[config.mk]
export PLATFORM = sky130hd
export DESIGN_NAME = decimal_list_filter_match_unit
export DESIGN_NICKNAME = d
export VERILOG_FILES = /design/src/hdl/dlfm_pkg.sv /design/src/hdl/decimal_list_filter_match_unit.sv
export VERILOG_INCLUDE_DIRS = /design/src /design/src/hdl
export SDC_FILE = /design/constraint.sdc
export NUM_CORES = 1
export LEC_CHECK = 0
export BUFFER_PORTS_ARGS = -buffer_cell sky130_fd_sc_hd__buf_2
export CAP_MARGIN = 20
export CORE_ASPECT_RATIO = 0.7
export CORE_MARGIN = 4
export CORE_UTILIZATION = 25
export DETAILED_ROUTE_END_ITERATION = 6
export PLACE_DENSITY = 0.36
export SYNTH_ARGS = -nofsm -noshare
export SYNTH_HDL_FRONTEND = slang
export SYNTH_SLANG_ARGS = --single-unit
[constraint.sdc]
create_clock -name clk -period 8.5 [get_ports clk]
set_clock_uncertainty 0.15 [all_clocks]
set_input_delay 0.85 -clock clk [delete_from_list [all_inputs] [get_ports clk]]
set_output_delay 0.85 -clock clk [all_outputs]
set_load 0.005 [all_outputs]
[src/hdl/assert_macros.svh]
// Assertion macros shared by the RTL; compiled out for synthesis.
`ifndef ASSERT_MACROS_SVH
`define ASSERT_MACROS_SVH

`ifndef SYNTHESIS

// Condition holds at every clock edge outside reset.
`define AST_ALWAYS(lbl, clk, rst, cond) \
  lbl: assert property (@(posedge clk) disable iff (rst) (cond)) \
    else $error("assertion failed");

// Antecedent in one cycle implies consequent in the next.
`define AST_NEXT(lbl, clk, rst, ante, cons) \
  lbl: assert property (@(posedge clk) disable iff (rst) (ante) |=> (cons)) \
    else $error("assertion failed");

`else

`define AST_ALWAYS(lbl, clk, rst, cond)
`define AST_NEXT(lbl, clk, rst, ante, cons)

`endif

`endif

[src/hdl/dlfm_pkg.sv]
// Types and constants for the decimal list filter match unit.
`timescale 1ns / 1ps

package dlfm_pkg;

  localparam int unsigned WANTED_W = 31;
  localparam int unsigned MAG_W    = 32;

  localparam logic [7:0] CH_COMMA = 8'h2C;
  localparam logic [7:0] CH_PLUS  = 8'h2B;
  localparam logic [7:0] CH_MINUS = 8'h2D;
  localparam logic [7:0] CH_ZERO  = 8'h30;
  localparam logic [7:0] CH_NINE  = 8'h39;
  localparam logic [7:0] CH_SPACE = 8'h20;
  localparam logic [7:0] CH_TAB   = 8'h09;
  localparam logic [7:0] CH_CR    = 8'h0D;

  localparam logic [MAG_W-1:0] MAG_LIMIT = 32'h8000_0000;

  typedef enum logic [1:0] {
    PH_START  = 2'd0,
    PH_SIGN   = 2'd1,
    PH_DIGITS = 2'd2,
    PH_BROKEN = 2'd3
  } phase_t;

  typedef struct packed {
    logic [7:0] ch;
    logic       last;
  } item_t;

  typedef struct packed {
    logic list_valid;
    logic list_matches;
  } result_t;

  typedef struct packed {
    logic ok;
    logic hit;
  } tok_check_t;

endpackage

[src/hdl/decimal_list_filter_match_unit.sv]
// Decimal list filter match unit: parses a comma-separated number list per byte.
`timescale 1ns / 1ps

// Takes one byte word per cycle on the item channel, with last marking the
// final byte of a list. Leading whitespace, an optional sign and one or more
// digits form a token; a token is valid for values -1 .. 2147483647. On the
// word with last set, one result word is registered for the result channel:
// list_valid (all tokens valid) and list_matches (valid, and some token is -1
// or equals wanted_number). Throughput is one byte per cycle; the only loop is
// the per-byte token state update (times-ten add with saturation). A two-entry
// result buffer lets bytes keep flowing while a result waits; item_ready drops
// only when both entries hold undelivered results. wanted_number is written
// by the user on cfg_we/cfg_wdata only while the block is idle (not enforced).

`include "assert_macros.svh"

module decimal_list_filter_match_unit (
  input  logic                            clk,
  input  logic                            rst,
  input  logic                            cfg_we,
  input  logic [dlfm_pkg::WANTED_W-1:0]   cfg_wdata,
  input  logic                            item_valid,
  output logic                            item_ready,
  input  dlfm_pkg::item_t                 item,
  output logic                            result_valid,
  input  logic                            result_ready,
  output dlfm_pkg::result_t               result
);

  // configuration
  logic [dlfm_pkg::WANTED_W-1:0] wanted_number;

  // running token / list state
  dlfm_pkg::phase_t              phase, phase_next;
  logic                          negative, negative_next;
  logic [dlfm_pkg::MAG_W-1:0]    magnitude, magnitude_next;
  logic                          all_valid, all_valid_next;
  logic                          any_match, any_match_next;

  // result buffer: main output register plus skid entry
  logic                          out_valid;
  dlfm_pkg::result_t             out_word;
  logic                          skid_valid;
  dlfm_pkg::result_t             skid_word;

  logic                          accept;
  logic                          pop;
  logic                          is_comma, is_digit, is_space, is_sign;
  logic [3:0]                    digit;
  logic [dlfm_pkg::MAG_W+3:0]    mag_x10;
  logic [dlfm_pkg::MAG_W-1:0]    mag_sat;
  dlfm_pkg::tok_check_t          chk_a, chk_b;
  dlfm_pkg::result_t             new_word;

  // Validity and match of a finished token.
  function automatic dlfm_pkg::tok_check_t check_token(
    input dlfm_pkg::phase_t              ph,
    input logic                          neg,
    input logic [dlfm_pkg::MAG_W-1:0]    mag,
    input logic [dlfm_pkg::WANTED_W-1:0] want
  );
    dlfm_pkg::tok_check_t r;
    r.ok  = 1'b0;
    r.hit = 1'b0;
    if (ph == dlfm_pkg::PH_DIGITS) begin
      if (neg) begin
        if (mag == dlfm_pkg::MAG_W'(1)) begin
          r.ok  = 1'b1;
          r.hit = 1'b1;
        end else if (mag == '0) begin
          r.ok  = 1'b1;
          r.hit = (want == '0);
        end
      end else if (mag < dlfm_pkg::MAG_LIMIT) begin
        r.ok  = 1'b1;
        r.hit = (mag == {1'b0, want});
      end
    end
    return r;
  endfunction

  assign accept     = item_valid && item_ready;
  assign item_ready = !skid_valid;
  assign pop        = result_valid && result_ready;

  // byte classes
  assign is_comma = (item.ch == dlfm_pkg::CH_COMMA);
  assign is_digit = (item.ch >= dlfm_pkg::CH_ZERO) && (item.ch <= dlfm_pkg::CH_NINE);
  assign is_space = (item.ch == dlfm_pkg::CH_SPACE) ||
                    ((item.ch >= dlfm_pkg::CH_TAB) && (item.ch <= dlfm_pkg::CH_CR));
  assign is_sign  = (item.ch == dlfm_pkg::CH_PLUS) || (item.ch == dlfm_pkg::CH_MINUS);
  assign digit    = item.ch[3:0];

  // magnitude * 10 + digit as shift-add, saturating at 2^31
  assign mag_x10 = {1'b0, magnitude, 3'b000} + {3'b000, magnitude, 1'b0} +
                   {32'd0, digit};
  assign mag_sat = (mag_x10 > {4'd0, dlfm_pkg::MAG_LIMIT}) ? dlfm_pkg::MAG_LIMIT
                                                          : mag_x10[dlfm_pkg::MAG_W-1:0];

  // comma closes the current token
  assign chk_a = check_token(phase, negative, magnitude, wanted_number);

  // next state of the token and list
  always_comb begin
    phase_next     = phase;
    negative_next  = negative;
    magnitude_next = magnitude;
    all_valid_next = all_valid;
    any_match_next = any_match;

    if (is_comma) begin
      if (!chk_a.ok) begin
        all_valid_next = 1'b0;
      end else if (chk_a.hit) begin
        any_match_next = 1'b1;
      end
      phase_next     = dlfm_pkg::PH_START;
      negative_next  = 1'b0;
      magnitude_next = '0;
    end else begin
      unique case (phase)
        dlfm_pkg::PH_START: begin
          priority if (is_space) begin
            phase_next = dlfm_pkg::PH_START;
          end else if (is_sign) begin
            negative_next = (item.ch == dlfm_pkg::CH_MINUS);
            phase_next    = dlfm_pkg::PH_SIGN;
          end else if (is_digit) begin
            magnitude_next = {28'd0, digit};
            phase_next     = dlfm_pkg::PH_DIGITS;
          end else begin
            phase_next = dlfm_pkg::PH_BROKEN;
          end
        end
        dlfm_pkg::PH_SIGN, dlfm_pkg::PH_DIGITS: begin
          if (is_digit) begin
            magnitude_next = mag_sat;
            phase_next     = dlfm_pkg::PH_DIGITS;
          end else begin
            phase_next = dlfm_pkg::PH_BROKEN;
          end
        end
        default: begin
          phase_next = dlfm_pkg::PH_BROKEN;
        end
      endcase
    end
  end

  // final byte closes the last token (empty after a trailing comma)
  assign chk_b = check_token(phase_next, negative_next, magnitude_next, wanted_number);

  always_comb begin
    new_word.list_valid   = all_valid_next && chk_b.ok;
    new_word.list_matches = all_valid_next && chk_b.ok && (any_match_next || chk_b.hit);
  end

  always_ff @(posedge clk) begin
    if (rst) begin
      wanted_number <= '0;
    end else if (cfg_we) begin
      wanted_number <= cfg_wdata;
    end
  end

  always_ff @(posedge clk) begin
    if (rst) begin
      phase     <= dlfm_pkg::PH_START;
      negative  <= 1'b0;
      magnitude <= '0;
      all_valid <= 1'b1;
      any_match <= 1'b0;
    end else if (accept) begin
      if (item.last) begin
        // list done: back to a fresh list
        phase     <= dlfm_pkg::PH_START;
        negative  <= 1'b0;
        magnitude <= '0;
        all_valid <= 1'b1;
        any_match <= 1'b0;
      end else begin
        phase     <= phase_next;
        negative  <= negative_next;
        magnitude <= magnitude_next;
        all_valid <= all_valid_next;
        any_match <= any_match_next;
      end
    end
  end

  // result buffer control; skid only fills while the output word is stalled
  always_ff @(posedge clk) begin
    if (rst) begin
      out_valid  <= 1'b0;
      skid_valid <= 1'b0;
    end else begin
      if (pop) begin
        if (skid_valid) begin
          out_valid  <= 1'b1;
          skid_valid <= 1'b0;
        end else begin
          out_valid <= accept && item.last;
        end
      end else if (accept && item.last) begin
        if (!out_valid) begin
          out_valid <= 1'b1;
        end else begin
          skid_valid <= 1'b1;
        end
      end
    end
  end

  always_ff @(posedge clk) begin
    if (pop) begin
      out_word <= skid_valid ? skid_word : new_word;
    end else if (accept && item.last) begin
      if (!out_valid) begin
        out_word <= new_word;
      end else begin
        skid_word <= new_word;
      end
    end
  end

  assign result_valid = out_valid;
  assign result       = out_word;

  // assertions
  `AST_ALWAYS(a_skid_behind_out, clk, rst, !skid_valid || out_valid)
  `AST_ALWAYS(a_match_needs_valid, clk, rst, !out_valid || !out_word.list_matches || out_word.list_valid)
  `AST_NEXT(a_last_gives_result, clk, rst, accept && item.last, out_valid)
  `AST_NEXT(a_last_clears_list, clk, rst, accept && item.last, (phase == dlfm_pkg::PH_START) && (magnitude == '0) && all_valid && !any_match)

endmodule
==> results.md, run 1 <==
* Outcome: complete, no violations
* Final-layout worst hold slack at 337.5 ps
* Routability congestion estimate from global placement at 0.9501
* Met1 usage in global routing at 0.3300
* Fin area at 8786 sq um
* Minimum setup slack in the final design at 2122 ps
* Post-Synthesis Cells at 1035
* Chip Height at 156.4 um
* Pre-CTS WS at 1917 ps
* F_max at 0.1568 GHz
* Nets in the synthesized netlist at 1148
* Kind of start point of the critical path: flip-flop
* Post-synthesis cell type count at 89
* RSZ-0062 raised after global routing: no
* Post-detail-place hpwl at 28560 um
* Internal power summed over all cells at 0.0006124 W
* Synth-to-Final Area Change at 11.78%
* Number of pins with negative max-slew slack in the final report at 0
* Proportion of power drawn by combinational gates at 0.147
* Final min period at 6378 ps
* TritonCTS clock tree: done
* Critical path endpoint category: flip-flop
* CTS buffer count at 9
* Most frequent cells in the layout: 105 x nor2_1, 93 x nand2_1, 76 x a21oi_1
* Detailed-route via count at 8508
* Length of the first detailed-routing pass in iterations at 5
* Class of the most critical hold timing path: flip-flop to flip-flop
* Critical Path RT at 8530 ps
* Synthesized flop and latch total at 74
* Drt drc at 0
* Pin count of the biggest net entering global routing at 71
* Die width at 219.9 um
* Primary flip-flop cell chosen by synthesis mapping: dfxtp_1
* Setup CP Type: flip-flop to flip-flop
* Final core utilization at 0.2827
* Final setup viols at 0
* Number of enable-type register cells in the synthesized netlist at 4
* Fraction of final layout cells sized beyond drive strength 1 at 0.1048
* Area of the die at 34390 sq um
* Number of inserted diodes at 0
* Most common library cell in the layout ignoring fill and taps: nor2_1
* Slew @ Worst Pin at 1038 ps
* Boundary Pins at 49
* Final Routed Wirelength at 35650 um
* Clock power share at 0.424
* Number of antenna violations at the first check in global routing at 0
* Leak Pwr at 3.722 nW
* Remaining antenna violation count after routing at 0
* Reg clk slew, reported paths at 60 ps
* Busiest grt layer: met1
* Largest voltage drop on the vdd net at 0.08751 mV
* Net Sw Frac at 0.3160
* Net count of the finished layout at 1167
* Endpoint arrival time on the critical path at 6410 ps
* Global-route wire length before repair at 52870 um
* Buffer cell driving the clock tree root: clkbuf_16
* Total gr overflow at 0
* Share of the yosys chip area belonging to registers at 0.1936
* Proportion of power drawn by flip-flops and latches at 0.429
* H-Tree Depth at 3
* Number of buffers on the longest clock path at 2
* Cell Rows at 54
* Overall Global Routing Usage at 0.2042
* Met3 capacity usage during global routing at 0.06095
* Final hold violations at 0
* Synth warn at 0
* Async set-or-reset flop fraction in the synthesized netlist at 0
* Placed Area at 8493 sq um
* Violation count after the first detailed-routing iteration at 1000
* TritonCTS Sinks at 74
* Hold_buf cts at 0
* Detail-routed net length per standard cell at 24.10 um
* TNS Setup at 0 ps
* Via count of the first global-routing pass at 8045
* Average size of a mapped cell at 7.594 sq um
* Relative slew slack at 0.3079
* Number of max-capacitance violations reported at 0
* Switching power at 0.0002829 W
* Met2 capacity usage during global routing at 0.2594
* Maximum net fanout on the critical path at 7
* Starting Density at 0.2529
* Post-CTS Setup Bufs at 0
* Clock latency of the later-clocked register in the worst-skew pair at 370 ps
* Resize count post-CTS at 0
* IO Port Bufs at 48
* Per-cell via count in the routed design at 5.753
* Power Dens Cells at 101.9 nW/um^2
* Post-synthesis instance area at 7860 sq um
* Final cycle utilization of the critical path at 0.7504
* Core ar. at 31080 sq um
logic make-up (layout without fill, tap and decap cells):
| logic type | after synthesis | after routing | share of synthesized area |
|---|---|---|---|
| muxes | 38 | 38 | 0.04887 |
| xor gates and xnor gates | 61 | 61 | 0.06797 |
| adders and majority gates | 68 | 68 | 0.1102 |
| and+or+nand+nor | 387 | 387 | 0.2504 |
| DFF | 74 | 74 | 0.1936 |
| AOI/OAI and AO/OA | 315 | 315 | 0.2806 |
| buffers and inverters | 92 | 116 | 0.04839 |
final cells by class:
cell class | instances | area [sq um]
clock buffer | 10 | 229.0
clock inverter | 6 | 48.80
fill | 3449 | 22290
inverter | 35 | 131.4
multi-input combinational | 869 | 5962
sequential | 74 | 1521
tap | 420 | 525.5
timing repair buffer | 65 | 367.9
power groups by stage:
stage	combinational [W]	clock (W)	sequential [W]
detailed placement	0.000129	0	0.000391
global placement	0.000132	0	0.000391
CTS	0.000129	0.000389	0.000383
finish	0.000132	0.000379	0.000384
floorplan	0.0000896	0	0.000377
global route	0.000143	0.000404	0.000385
worst paths after layout:
| kind | start | to | slack (ps) | depth (start not counted) |
|---|---|---|---|---|
| hold / removal | phase[0] | phase[0] | 340 | 2 |
| setup reg to reg | magnitude[7] | result[0] | 2120 | 15 |
| setup / recovery | magnitude[7] | result[0] | 2120 | 15 |
| hold reg to reg | phase[0] | phase[0] | 340 | 2 |
state kept, by name, summed over array words and instances (netlist names):
register       cells
all_valid          1
result_valid       1
skid_valid         1
skid_word          2
any_match          1
phase              2
result             2
magnitude         32
wanted_number     31
negative           1
synthesized netlist by cell type, types with 26 or more instances:
library cell,n,area share
a22oi_1,26,0.025
nor2_1,105,0.050
a21oi_1,76,0.048
mux2i_1,35,0.045
nand3_1,26,0.017
dfxtp_1,70,0.18
xor2_1,36,0.040
inv_1,35,0.017
clkbuf_1,39,0.019
nand2_1,93,0.044
ha_1,66,0.11
nor4_1,30,0.024
o21ai_0,46,0.029
worst max-delay path, cell delays in order (launching register included):
cell and delay (ps):
dfxtp_1 640, ha_1 340, ha_1 410, nand2_1 210
a211oi_1 480, nor2_1 210, o41ai_1 600, or3b_2 230
o311ai_0 210, a211oi_1 710, o21ai_0 340, o21ai_0 790
xor2_1 140, nor4_1 330, a31oi_1 180, o31ai_2 250
metrics by stage:
stage / total power (W) / instances
final: 0.0008953 / 1479
after global routing: 0.0009312 / 1479
after CTS: 0.0009019 / 1477
after detailed placement: 0.0005199 / 1461
after global placement: 0.0005231 / 1461
after floorplan: 0.0004666 / 1035
routing by layer:
layer | share of wire | wire length [um]
met5 | 0 | 0
met2 | 0.37 | 13050
met4 | 0.013 | 458
met1 | 0.53 | 18720
met3 | 0.096 | 3418
Power figures use the tool's default switching activity.
==> run 2, diff against run 1 <==
--- a/config.mk
+++ b/config.mk
@@ -6,13 +6,14 @@
 export SDC_FILE = /design/constraint.sdc
 export NUM_CORES = 1
 export LEC_CHECK = 0
+export ABC_AREA = 1
 export BUFFER_PORTS_ARGS = -buffer_cell sky130_fd_sc_hd__buf_2
 export CAP_MARGIN = 20
 export CORE_ASPECT_RATIO = 0.7
 export CORE_MARGIN = 4
 export CORE_UTILIZATION = 25
 export DETAILED_ROUTE_END_ITERATION = 6
-export PLACE_DENSITY = 0.36
+export PLACE_DENSITY = 0.35
 export SYNTH_ARGS = -nofsm -noshare
 export SYNTH_HDL_FRONTEND = slang
 export SYNTH_SLANG_ARGS = --single-unit
==> constraint.sdc (replaced) <==
create_clock -name clk -period 6.4 [get_ports clk]
set_clock_uncertainty 0.15 [all_clocks]
set_input_delay 0.64 -clock clk [delete_from_list [all_inputs] [get_ports clk]]
set_output_delay 0.64 -clock clk [all_outputs]
set_load 0.005 [all_outputs]
==> run 2 against run 1 <==
Against the previous run:
- clock power up 33%
- synthesized cell count grew 46%
- power up 40%
- highest routed layer unchanged
- largest cell class unchanged
- worst hold slack lost 17 ps
- synthesized area is 8.8% higher
- critical path type is now input pin to flip-flop
==> results.md, run 2 <==
* Cell Rows at 56
* Number of max-capacitance violations reported at 0
* FF/Latch Area at 1521 sq um
* Path depth of the worst reg2reg path at 31
* H-Tree Depth at 3
* Class of the most critical hold timing path: flip-flop to flip-flop
* TNS Setup at 0 ps
* Hold Path Cell Cnt at 2
* Overall Global Routing Usage at 0.2066
* Kind of start point of the critical path: input pin
* Core ar. at 33630 sq um
* Critical Path RT at 6480 ps
* Via count of the first global-routing pass at 9256
* Setup CP Type: input pin to flip-flop
* Cell with the most instances after synthesis: nand2_1
* RSZ-0062 raised after global routing: no
* Top cell type's share of synthesized area at 0.2049
* IO Port Bufs at 48
* Most frequent cells in the layout: 467 x nand2_1, 211 x inv_1, 134 x a21oi_1
* Fraction of final layout cells sized beyond drive strength 1 at 0.08241
* Power Dens Cells at 132.1 nW/um^2
* Average size of a mapped cell at 5.661 sq um
* Post-CTS Setup Bufs at 0
* Synthesized flop and latch total at 74
* Worst reg2reg path endpoint: result[0]
* Source of the worst hold timing path: all_valid
* Async set-or-reset flop fraction in the synthesized netlist at 0
* Detailed-route via count at 9910
* F_max at 0.1850 GHz
* Starting Density at 0.2544
* Top cells by count, synth: 467 x nand2_1, 211 x inv_1, 134 x a21oi_1
* Max FFs per register at 32
* Number of buffers on the longest clock path at 2
* Number of pins with negative max-slew slack in the final report at 0
* Maximum net fanout on the critical path at 32
* Worst Hold Endpoint: all_valid
* FF-to-FF Start: magnitude[0]
* Buffering stage count on the worst path with inverters included at 4
* Most common library cell in the layout ignoring fill and taps: nand2_1
* Largest voltage drop on the vdd net at 0.1039 mV
* Die width at 229.1 um
* Number of antenna violations at the first check in global routing at 0
* Total gr overflow at 0
* Final Routed Wirelength at 39270 um
* Regs by FF count: magnitude (32), wanted_number (31)
* Dominant cell type by area after synthesis: nand2_1
* Synth warn at 0
* Reg clk slew, reported paths at 60 ps
* CP most frequent cell: nand2_1
* Remaining antenna violation count after routing at 0
* Post-synthesis instance area at 8554 sq um
* Clock latency of the later-clocked register in the worst-skew pair at 360 ps
* Chip Height at 162.8 um
* Endpoint arrival time on the critical path at 5490 ps
* Net count of the finished layout at 1649
* Final setup viols at 0
* Detail-routed net length per standard cell at 19.88 um
* Final min period at 5406 ps
* Final hold violations at 0
* Area of the die at 37290 sq um
* Cells taking the most area after synthesis: nand2_1 20%, dfxtp_1 16%, ha_1 9.7%
* Number of inserted diodes at 0
* TritonCTS Sinks at 74
* Number of enable-type register cells in the synthesized netlist at 4
* Leak Pwr at 4.738 nW
* Nets in the synthesized netlist at 1624
* Violation count after the first detailed-routing iteration at 1013
* Drt drc at 0
* Hold_buf cts at 0
* Outcome: complete, no violations
* Multi-input gate area in the final layout at 5953 sq um
* Worst stage delay on the critical path at 560 ps
* Per-cell via count in the routed design at 5.015
* Share of the yosys chip area belonging to registers at 0.1779
* Pin count of the biggest net entering global routing at 47
* Boundary Pins at 49
* Register-to-register setup slack at 1010 ps
* Relative slew slack at 0.3215
* Routability congestion estimate from global placement at 0.9567
* Final cycle utilization of the critical path at 0.8447
* Primary flip-flop cell chosen by synthesis mapping: dfxtp_1
* Reg with most FFs: magnitude
* Post-synthesis cell type count at 44
* Fill cell instance count of the final layout at 3963
* Length of the first detailed-routing pass in iterations at 5
* Global-route wire length before repair at 58550 um
* Buffer cell driving the clock tree root: clkbuf_16
* CTS buffer count at 9
* Resize count post-CTS at 0
* Post-detail-place hpwl at 32000 um
* Post-Synthesis Cells at 1511
* Slew @ Worst Pin at 1005 ps
* Slowest stage cell, crit path: fa_1
* TritonCTS clock tree: done
* Family of cells with the greatest summed delay on the critical path: simple AND/OR/NAND/NOR gates
* Power after layout at 0.001257 W
* Critical path endpoint category: flip-flop
* Synth-to-Final Area Change at 11.28%
## run 2: cell types whose count changed after synthesis, sizes merged, moves of 17 or more
| cell | previous run | this run |
|---|---|---|
| xor2 | 36 | 7 |
| mux2i | 35 | 0 |
| nand2 | 93 | 477 |
| a31oi | 6 | 31 |
| a21oi | 76 | 134 |
| nand3 | 27 | 114 |
| o21ai | 51 | 84 |
| nor2 | 106 | 138 |
| a22oi | 26 | 0 |
| a21o | 17 | 0 |
| inv | 35 | 218 |
## run 2: how the worst max path moves through the flow
stage / slack, ps / to / startpoint / cells after the start
final: 990 / result[0] / item[4] / 32
after detailed placement: 810 / result[0] / item[4] / 32
after CTS: 1160 / result[0] / magnitude[2] / 31
after global placement: 730 / result[0] / item[4] / 32
after global routing: 620 / result[0] / magnitude[1] / 32
after floorplan: 2280 / result[0] / item[4] / 32
## run 2: through the flow
step           hold slack, ps  cell area [sq um]  utilization  setup slack (ps)  instances
2_1_floorplan           281.6               8554            -              2281       1511
3_3_place_gp            300.1               9236       0.2746             731.0       1960
3_5_place_dp            304.8               9236       0.2746             811.1       1960
4_1_cts                 318.7               9519       0.2830              1164       1976
5_1_grt                 359.4               9519       0.2830             615.8       1976
6_report                320.8               9519       0.2830             993.7       1976
## run 2: tightest hold or removal path: stages, from the launching register on
cell and delay (ps):
dfxtp_1 320, a21oi_1 60, nand2_1 60
## run 2: cell type report
| class | count | share of cell area |
|---|---|---|
| clock buffer | 12 | 0.02695 |
| clock inverter | 4 | 0.002760 |
| inverter | 228 | 0.09004 |
| multi-input combinational | 1159 | 0.6254 |
| sequential | 74 | 0.1598 |
| tap | 435 | 0.05718 |
| timing repair buffer | 64 | 0.03785 |
## run 2: kinds of logic after synthesis
family / Yosys count / share of synthesized area
adder cells (fa/ha/maj): 68 / 0.1012
flip-flops: 74 / 0.1779
XOR/XNOR: 18 / 0.01843
buffers and inverters: 278 / 0.1272
AO/OA/AOI/OAI: 273 / 0.1697
AND/OR/NAND/NOR: 800 / 0.4056
## run 2: power by group
part | total, W | internal (W) | switching (W)
clock network | 0.000504 | 0.000283 | 0.000220
logic | 0.000241 | 0.0000740 | 0.000167
registers | 0.000512 | 0.000482 | 0.0000294
total | 0.00126 | 0.000840 | 0.000417
## run 2: per-layer routing
metal | part of all wire | vias to the layer above | GRT usage
met5 | 0 | - | 0
met4 | 0.0078 | 0 | 0.02764
met3 | 0.080 | 20 | 0.05804
met2 | 0.38 | 270 | 0.2865
met1 | 0.53 | 4637 | 0.3195
li1 | - | 4983 | -
